## config.mk

```make
export PLATFORM = sky130hd
export DESIGN_NAME = hysteresis_edge_period_meter_flat
export DESIGN_NICKNAME = d
export VERILOG_FILES = /design/src/hdl/hepm_pkg.sv /design/src/hdl/hepm_ifs.sv /design/src/hdl/hepm_classify.sv /design/src/hdl/hysteresis_edge_period_meter.sv /design/src/flat_wrapper.sv
export SDC_FILE = /design/constraint.sdc
export NUM_CORES = 1
export LEC_CHECK = 0
export ABC_AREA = 1
export BUFFER_PORTS_ARGS = -buffer_cell sky130_fd_sc_hd__buf_2
export CAP_MARGIN = 20
export CORE_MARGIN = 2
export CORE_UTILIZATION = 60
export DETAILED_ROUTE_END_ITERATION = 10
export PLACE_DENSITY = 0.78
export SLEW_MARGIN = 10
export SYNTH_ARGS = -nofsm -noshare
export SYNTH_HDL_FRONTEND = slang
export SYNTH_HIERARCHICAL = 1
export SYNTH_SLANG_ARGS = --single-unit
```

## constraint.sdc

```tcl
create_clock -name clk_i -period 12.7 [get_ports clk_i]
set_clock_uncertainty 0.2 [all_clocks]
set_input_delay 2.54 -clock clk_i [delete_from_list [all_inputs] [get_ports clk_i]]
set_output_delay 2.54 -clock clk_i [all_outputs]
set_load 0.005 [all_outputs]
```

## src/hdl/hepm_pkg.sv

```systemverilog
// Types and constants of the hysteresis edge period meter.
package hepm_pkg;

  // Fixed field and register widths.
  localparam int SAMPLE_W   = 10;
  localparam int THR_W      = 10;
  localparam int MINRUN_W   = 8;
  localparam int PERIOD_W   = 32;
  localparam int CFG_IDX_W  = 2;
  localparam int CFG_DATA_W = 10;

  // Configuration register indexes.
  localparam logic [CFG_IDX_W-1:0] CFG_LOW_THR  = 2'd0;
  localparam logic [CFG_IDX_W-1:0] CFG_HIGH_THR = 2'd1;
  localparam logic [CFG_IDX_W-1:0] CFG_MIN_RISE = 2'd2;
  localparam logic [CFG_IDX_W-1:0] CFG_MIN_FALL = 2'd3;

  // Register reset values.
  localparam logic [THR_W-1:0]    LOW_THR_RST  = 10'd512;
  localparam logic [THR_W-1:0]    HIGH_THR_RST = 10'd716;
  localparam logic [MINRUN_W-1:0] MIN_RUN_RST  = 8'd5;

  // Operating phase of the meter.
  typedef enum logic [2:0] {
    PH_WAIT  = 3'b001,
    PH_START = 3'b010,
    PH_RUN   = 3'b100
  } phase_e;

  // Classification of one sample.
  typedef struct packed {
    logic clean;
    logic level;
  } cls_t;

endpackage

```

## src/hdl/hepm_ifs.sv

```systemverilog
// Stream interfaces for the sample input and the period output.
interface hepm_sample_if;
  logic                          valid;
  logic                          ready;
  logic [hepm_pkg::SAMPLE_W-1:0] sample;

  modport source (output valid, output sample, input ready);
  modport sink (input valid, input sample, output ready);
endinterface

interface hepm_period_if;
  logic                          valid;
  logic                          ready;
  logic [hepm_pkg::PERIOD_W-1:0] period_ticks;

  modport source (output valid, output period_ticks, input ready);
  modport sink (input valid, input period_ticks, output ready);
endinterface

```

## src/hdl/hepm_classify.sv

```systemverilog
// Threshold classifier: high, low or dead band for one sample.
module hepm_classify (
  input  logic [hepm_pkg::SAMPLE_W-1:0] sample_i,
  input  logic [hepm_pkg::THR_W-1:0]    low_thr_i,
  input  logic [hepm_pkg::THR_W-1:0]    high_thr_i,
  output hepm_pkg::cls_t                cls_o
);

  // The high test wins when the thresholds are crossed.
  always_comb begin
    cls_o.clean = 1'b1;
    cls_o.level = 1'b0;
    if (sample_i > high_thr_i) begin
      cls_o.level = 1'b1;
    end else if (sample_i < low_thr_i) begin
      cls_o.level = 1'b0;
    end else begin
      cls_o.clean = 1'b0;
    end
  end

endmodule

```

## src/hdl/hysteresis_edge_period_meter.sv

```systemverilog
// Top level of the hysteresis edge period meter.
// A period result passes from the sample register, loaded when its sample request is
// accepted, to the result register; a held result can stall it between the two.
// Throughput: one sample request per cycle; ready drops only while a held result stalls.
// The path between the two registers holds the two threshold compares and the tick subtract.
// Reset clears the phase, run state, tick counters and the output valid, and loads
// the register defaults (thresholds 512 and 716, run lengths 5).
module hysteresis_edge_period_meter #(
  parameter int MAX_RUN   = 255,
  parameter int TICK_BITS = 32
) (
  input  logic                            clk_i,
  input  logic                            rst_ni,
  input  logic                            cfg_we_i,
  input  logic [hepm_pkg::CFG_IDX_W-1:0]  cfg_idx_i,
  input  logic [hepm_pkg::CFG_DATA_W-1:0] cfg_wdata_i,
  hepm_sample_if.sink                     smp_i,
  hepm_period_if.source                   per_o
);

  localparam int RUN_W = $clog2(MAX_RUN + 1);
  localparam int NW    = (RUN_W > hepm_pkg::MINRUN_W) ? RUN_W : hepm_pkg::MINRUN_W;

  // Configuration registers.
  logic [hepm_pkg::THR_W-1:0]    low_thr_q, high_thr_q;
  logic [hepm_pkg::MINRUN_W-1:0] rise_len_q, fall_len_q;

  // Sample register and result register.
  logic                          s1_valid_q;
  logic [hepm_pkg::SAMPLE_W-1:0] s1_sample_q;
  logic                          out_valid_q, out_valid_d;
  logic [hepm_pkg::PERIOD_W-1:0] period_q, period_d;

  // Meter state.
  hepm_pkg::phase_e     phase_q, phase_d;
  logic                 acc_lvl_q, acc_lvl_d;
  logic                 last_lvl_q, last_lvl_d;
  logic                 run_lvl_q, run_lvl_d;
  logic [RUN_W-1:0]     run_len_q, run_len_d;
  logic                 prev_db_q, prev_db_d;
  logic [TICK_BITS-1:0] run_edge_q, run_edge_d;
  logic [TICK_BITS-1:0] tick_q, tick_d;
  logic [TICK_BITS-1:0] last_edge_q, last_edge_d;

  hepm_pkg::cls_t          cls;
  logic                    out_free;
  logic                    advance;
  logic                    level;
  logic                    changed;
  logic [TICK_BITS-1:0]    period;
  logic [TICK_BITS+31:0]   period_ext;

  // Required run length, clamped to 1..MAX_RUN.
  function automatic logic [NW-1:0] need_f(logic [hepm_pkg::MINRUN_W-1:0] r);
    logic [NW-1:0] rx;
    rx = NW'(r);
    if (r == '0) begin
      return NW'(1);
    end
    if (rx > NW'(MAX_RUN)) begin
      return NW'(MAX_RUN);
    end
    return rx;
  endfunction

  hepm_classify u_classify (
    .sample_i   (s1_sample_q),
    .low_thr_i  (low_thr_q),
    .high_thr_i (high_thr_q),
    .cls_o      (cls)
  );

  // Handshake: the sample stage moves on whenever the result register can take data.
  assign out_free    = !out_valid_q || per_o.ready;
  assign advance     = s1_valid_q && out_free;
  assign smp_i.ready = !s1_valid_q || out_free;

  assign per_o.valid        = out_valid_q;
  assign per_o.period_ticks = period_q;

  // Configuration writes.
  always_ff @(posedge clk_i or negedge rst_ni) begin
    if (!rst_ni) begin
      low_thr_q  <= hepm_pkg::LOW_THR_RST;
      high_thr_q <= hepm_pkg::HIGH_THR_RST;
      rise_len_q <= hepm_pkg::MIN_RUN_RST;
      fall_len_q <= hepm_pkg::MIN_RUN_RST;
    end else if (cfg_we_i) begin
      case (cfg_idx_i)
        hepm_pkg::CFG_LOW_THR:  low_thr_q  <= cfg_wdata_i[hepm_pkg::THR_W-1:0];
        hepm_pkg::CFG_HIGH_THR: high_thr_q <= cfg_wdata_i[hepm_pkg::THR_W-1:0];
        hepm_pkg::CFG_MIN_RISE: rise_len_q <= cfg_wdata_i[hepm_pkg::MINRUN_W-1:0];
        hepm_pkg::CFG_MIN_FALL: fall_len_q <= cfg_wdata_i[hepm_pkg::MINRUN_W-1:0];
        default: ;
      endcase
    end
  end

  // Sample register.
  always_ff @(posedge clk_i or negedge rst_ni) begin
    if (!rst_ni) begin
      s1_valid_q <= 1'b0;
    end else if (smp_i.ready) begin
      s1_valid_q <= smp_i.valid;
    end
  end

  always_ff @(posedge clk_i) begin
    if (smp_i.valid && smp_i.ready) begin
      s1_sample_q <= smp_i.sample;
    end
  end

  assign level      = cls.clean ? cls.level : last_lvl_q;
  assign period     = run_edge_d - last_edge_q;
  assign period_ext = {32'd0, period};

  // Run tracking, level acceptance and falling-edge period.
  always_comb begin
    phase_d     = phase_q;
    acc_lvl_d   = acc_lvl_q;
    last_lvl_d  = last_lvl_q;
    run_lvl_d   = run_lvl_q;
    run_len_d   = run_len_q;
    prev_db_d   = prev_db_q;
    run_edge_d  = run_edge_q;
    tick_d      = tick_q;
    last_edge_d = last_edge_q;
    out_valid_d = out_valid_q && !per_o.ready;
    period_d    = period_q;
    changed     = (level != run_lvl_q);

    if (advance) begin
      tick_d    = tick_q + TICK_BITS'(1);
      prev_db_d = !cls.clean;
      if (phase_q == hepm_pkg::PH_WAIT) begin
        if (cls.clean) begin
          last_lvl_d = level;
          run_lvl_d  = level;
          run_len_d  = RUN_W'(1);
          run_edge_d = tick_q;
          phase_d    = hepm_pkg::PH_START;
        end
      end else begin
        if (!changed) begin
          if (run_len_q < RUN_W'(MAX_RUN)) begin
            run_len_d = run_len_q + RUN_W'(1);
          end
        end else begin
          run_lvl_d  = level;
          run_len_d  = RUN_W'(1);
          run_edge_d = prev_db_q ? (tick_q - TICK_BITS'(1)) : tick_q;
        end
        last_lvl_d = level;

        case (phase_q)
          hepm_pkg::PH_START: begin
            // Current run first, then the run it just ended.
            if (NW'(run_len_d) >= need_f(run_lvl_d ? rise_len_q : fall_len_q)) begin
              acc_lvl_d   = run_lvl_d;
              phase_d     = hepm_pkg::PH_RUN;
              last_edge_d = tick_q;
            end else if (changed &&
                NW'(run_len_q) >= need_f(run_lvl_q ? rise_len_q : fall_len_q)) begin
              acc_lvl_d   = run_lvl_q;
              phase_d     = hepm_pkg::PH_RUN;
              last_edge_d = tick_q;
            end
          end
          default: begin
            if (run_lvl_d != acc_lvl_q &&
                NW'(run_len_d) == need_f(run_lvl_d ? rise_len_q : fall_len_q)) begin
              if (acc_lvl_q) begin
                out_valid_d = 1'b1;
                period_d    = period_ext[hepm_pkg::PERIOD_W-1:0];
                last_edge_d = run_edge_d;
                acc_lvl_d   = 1'b0;
              end else begin
                acc_lvl_d   = 1'b1;
              end
            end
          end
        endcase
      end
    end
  end

  // Control state.
  always_ff @(posedge clk_i or negedge rst_ni) begin
    if (!rst_ni) begin
      phase_q     <= hepm_pkg::PH_WAIT;
      acc_lvl_q   <= 1'b0;
      last_lvl_q  <= 1'b0;
      run_lvl_q   <= 1'b0;
      run_len_q   <= '0;
      prev_db_q   <= 1'b0;
      run_edge_q  <= '0;
      tick_q      <= '0;
      last_edge_q <= '0;
      out_valid_q <= 1'b0;
    end else begin
      phase_q     <= phase_d;
      acc_lvl_q   <= acc_lvl_d;
      last_lvl_q  <= last_lvl_d;
      run_lvl_q   <= run_lvl_d;
      run_len_q   <= run_len_d;
      prev_db_q   <= prev_db_d;
      run_edge_q  <= run_edge_d;
      tick_q      <= tick_d;
      last_edge_q <= last_edge_d;
      out_valid_q <= out_valid_d;
    end
  end

  // Result payload.
  always_ff @(posedge clk_i) begin
    period_q <= period_d;
  end

endmodule

```

## src/flat_wrapper.sv

```systemverilog
// flat-port wrapper written by rule: the top's interface ports become plain ports
module hysteresis_edge_period_meter_flat 
#(
  parameter int MAX_RUN   = 255,
  parameter int TICK_BITS = 32
)
  (clk_i, rst_ni, cfg_we_i, cfg_idx_i, cfg_wdata_i, smp_i_valid, smp_i_sample, smp_i_ready, per_o_valid, per_o_period_ticks, per_o_ready);
  hepm_sample_if smp_i_i ();
  hepm_period_if per_o_i ();
  input  logic clk_i;
  input  logic rst_ni;
  input  logic cfg_we_i;
  input  logic [hepm_pkg::CFG_IDX_W-1:0] cfg_idx_i;
  input  logic [hepm_pkg::CFG_DATA_W-1:0] cfg_wdata_i;
  input wire logic [$bits(smp_i_i.valid)-1:0] smp_i_valid;
  input wire logic [$bits(smp_i_i.sample)-1:0] smp_i_sample;
  output wire logic [$bits(smp_i_i.ready)-1:0] smp_i_ready;
  output wire logic [$bits(per_o_i.valid)-1:0] per_o_valid;
  output wire logic [$bits(per_o_i.period_ticks)-1:0] per_o_period_ticks;
  input wire logic [$bits(per_o_i.ready)-1:0] per_o_ready;
  assign smp_i_i.valid = smp_i_valid;
  assign smp_i_i.sample = smp_i_sample;
  assign smp_i_ready = smp_i_i.ready;
  assign per_o_valid = per_o_i.valid;
  assign per_o_period_ticks = per_o_i.period_ticks;
  assign per_o_i.ready = per_o_ready;
  hysteresis_edge_period_meter #(.MAX_RUN(MAX_RUN), .TICK_BITS(TICK_BITS)) u_core (.clk_i(clk_i), .rst_ni(rst_ni), .cfg_we_i(cfg_we_i), .cfg_idx_i(cfg_idx_i), .cfg_wdata_i(cfg_wdata_i), .smp_i(smp_i_i), .per_o(per_o_i));
endmodule
```

==> metrics.md <==
| Metric | Value |
|---|---|
| Via count | 11500 |
| Global Route Usage Sum | 0.303 |
| Peak fanout along the critical path | 39 |
| RSZ-0062 raised after global routing | no |
| Pwr/cell area | 216 mW/mm2 |
| DP HPWL | 23.9 mm |
| Hold_buf cts | 0 |
| Post-CTS Setup Bufs | 0 |
| Area Growth Syn to Fin | 8.50% |
| Post-Place Worst Slack | 5050 ps |
| Die width | 149 um |
| Fmax achieved | 142 MHz |
| Final Util | 0.669 |
| Worst-Margin Slew | 979 ps |
| MaxCap Viol Count | 0 |
| Core area | 0.0204 mm2 |
| Critical path required time | 12700 ps |
| Worst hold stages | 2 |
| Mapped Area | 0.0126 mm2 |
| R2R Path Start | u_core/high_thr_q[9] |
| Final worst slack | 5650 ps |
| Layout cells sized above 1 | 0.0982 |
| Effective utilization at floorplan | 0.616 |
| Top sig layer | met4 |
| Commonest non-fill, non-tap cell in the layout | nand2_1 |
| Placement Cell Area | 0.0130 mm2 |
| R2R setup slack | 6140 ps |
| Syn Inst Count | 1645 |
| Final Hold Viols | 0 |
| Clock Latency Late Sink | 440 ps |
| Synth top area share | 0.275 |
| Drt first pass iters | 6 |
| Reg2reg end | u_core/per_o.period_ticks[30] |
| Metal2 WL | 15.0 mm |
| Via density | 5.84 |
| Via count of the first global-routing pass | 10800 |
| FF+latch count, synth | 191 |
| Clk root buf | clkbuf_16 |
| Ant. Diodes | 0 |
| Synth top area cells | dfrtp_1, nand2_1, edfxtp_1 |
| Post-synthesis sequential area ratio | 0.399 |
| Grt ovf | 0 |
| Yosys cell types | 51 |
| Wire per inst | 16.7 um |
| Setup Crit Path Kind | in2reg |
| ANT nets after route | 0 |
| Routability cong. | 0.935 |
| Synth area leader | dfrtp_1 |
| Worst-path clk slew | 70 ps |
| Setup crit end kind | flop |
| CP peak stage delay | 530 ps |
| Hold WC Path Type | reg2reg |
| Startpoint type of the worst setup path | input pin |
| VDD IR-drop max | 0.116 mV |
| Inserted Clock Buffers | 17 |
| Setup Viol. Count Final | 0 |
| Final Routed Wirelength | 32.8 mm |
| Most frequent cells in the layout | nand2_1, inv_1, o21ai_0 |
| Initial drt markers | 1081 |
| Syn Nets | 1745 |
| Ys Warns | 6 |
| Pin count of the biggest net entering global routing | 77 |
| Htree depth | 4 |
| Worst Reg-to-Reg Cells | 31 |
| Fin crit share | 0.555 |
| CTS tree | yes |
| Hold Crit Endpoint | u_core/last_edge_q[22] |
| Met3 WL | 2.29 mm |
| Cell row count | 52 |
| Rel. slew slack | 0.347 |
| Syn_area_per_cell | 7.63 um2 |
| Initial antenna violation count | 0 |
| Worst Path Arrival | 7050 ps |
| Final net count | 1778 |
| Crit path max-delay cell type | nor2_1 |
| Period minus WS final | 7050 ps |
| IO buf count | 60 |
| Clk sink count | 191 |
| First-pass GRT wire length | 53.6 mm |
| Post-Route M1 WL | 14.7 mm |
| Status | finished clean |
| Leakage | 6.39 nW |
| CTS Buffer Depth | 2 |
| Die Footprint | 0.0221 mm2 |
| Chip Height | 149 um |
| Resized cells post-CTS | 0 |
| Setup TNS | 0 ps |
| Num ports | 61 |
| DRC violations left | 0 |
| Final max-slew violation count | 0 |
| Hold Path Origin | u_core/last_edge_q[22] |
| Post-route cell area | 0.0136 mm2 |
area by class of cell:
type                       count  area (um2)
timing repair buffer          69         374
fill                        1700        6750
tap                          270         338
inverter                     221         831
multi-input combinational   1178        6470
sequential                   191        5000
clock inverter                12         136
clock buffer                  20         468
sequential cells by signal, indices dropped and copies added, names as in the netlist:
signal and cells:
u_core/last_edge_q 32, u_core/per_o.period_ticks 32, u_core/run_edge_q 32, u_core/tick_q 32, u_core/high_thr_q 10, u_core/low_thr_q 10, u_core/s1_sample_q 10, u_core/fall_len_q 8
u_core/rise_len_q 8, u_core/run_len_q 8, u_core/phase_q 3, u_core/acc_lvl_q 1, u_core/last_lvl_q 1, u_core/per_o.valid 1, u_core/prev_db_q 1, u_core/run_lvl_q 1
u_core/s1_valid_q 1
how the worst max path moves through the flow:
stage                         startpoint                       endpoint  slack, ps  cells past startpoint
floorplan           u_core/high_thr_q[9]   u_core/per_o.period_ticks[0]       5170                     24
global placement             per_o_ready  u_core/per_o.period_ticks[30]       5230                     24
detailed placement           per_o_ready  u_core/per_o.period_ticks[30]       5050                     24
CTS                          per_o_ready  u_core/per_o.period_ticks[30]       5520                     24
global route                 per_o_ready  u_core/per_o.period_ticks[18]       5330                     23
finish                       per_o_ready  u_core/per_o.period_ticks[30]       5650                     25
metal layers:
| layer | GRT usage | up-vias |
|---|---|---|
| met5 | 0 | - |
| met4 | 0.110 | 0 |
| met3 | 0.0466 | 67 |
| met2 | 0.477 | 456 |
| met1 | 0.427 | 5402 |
| li1 | - | 5537 |
synth_stat cells (all sizes together):
library cell / number
a211oi: 2
a21boi: 4
a21o: 7
a21oi: 96
a221oi: 1
a22oi: 8
a31oi: 13
a32oi: 1
buf: 15
clkbuf: 40
clkinv: 1
dfrtp: 138
dfstp: 11
edfxtp: 42
fa: 1
ha: 72
inv: 220
mux2i: 2
nand2: 388
nand3: 94
nand3b: 1
nand4: 23
nor2: 140
nor3: 32
nor4: 7
o2111ai: 13
o211ai: 15
o21a: 3
o21ai: 169
o21bai: 3
o221ai: 6
o22ai: 5
o311ai: 1
o31ai: 2
or2: 10
xnor2: 6
xor2: 53
stage by stage:
step	total power [mW]	std cells	hold WS, ps
after detailed placement	2.36	1928	267
after global routing	3.17	1961	302
after global placement	2.31	1928	265
after floorplan	2.00	1645	249
after CTS	2.92	1960	285
final	2.94	1961	282
cells by family after synthesis:
kind of cell               after synthesis  synth area share
and+or+nand+nor                        695             0.242
AOI/OAI and AO/OA                      349             0.157
buffers and inverters                  276            0.0865
DFF                                    191             0.399
adders and majority gates               73            0.0734
xor gates and xnor gates                59            0.0412
muxes                                    2           0.00160
power by group:
part,internal [mW],switching (mW),total [mW]
Combinational,0.503,0.985,1.49
Clock,0.296,0.256,0.552
Sequential,0.807,0.0957,0.903
Total,1.61,1.34,2.94
critical path: cells and delay by family:
kind,cells,cell delay [ps]
buffers and inverters,9,1750
and+or+nand+nor,10,1290
AOI/OAI and AO/OA,4,880
adders and majority gates,2,570
No activity file was read; power rests on OpenSTA's default activity.
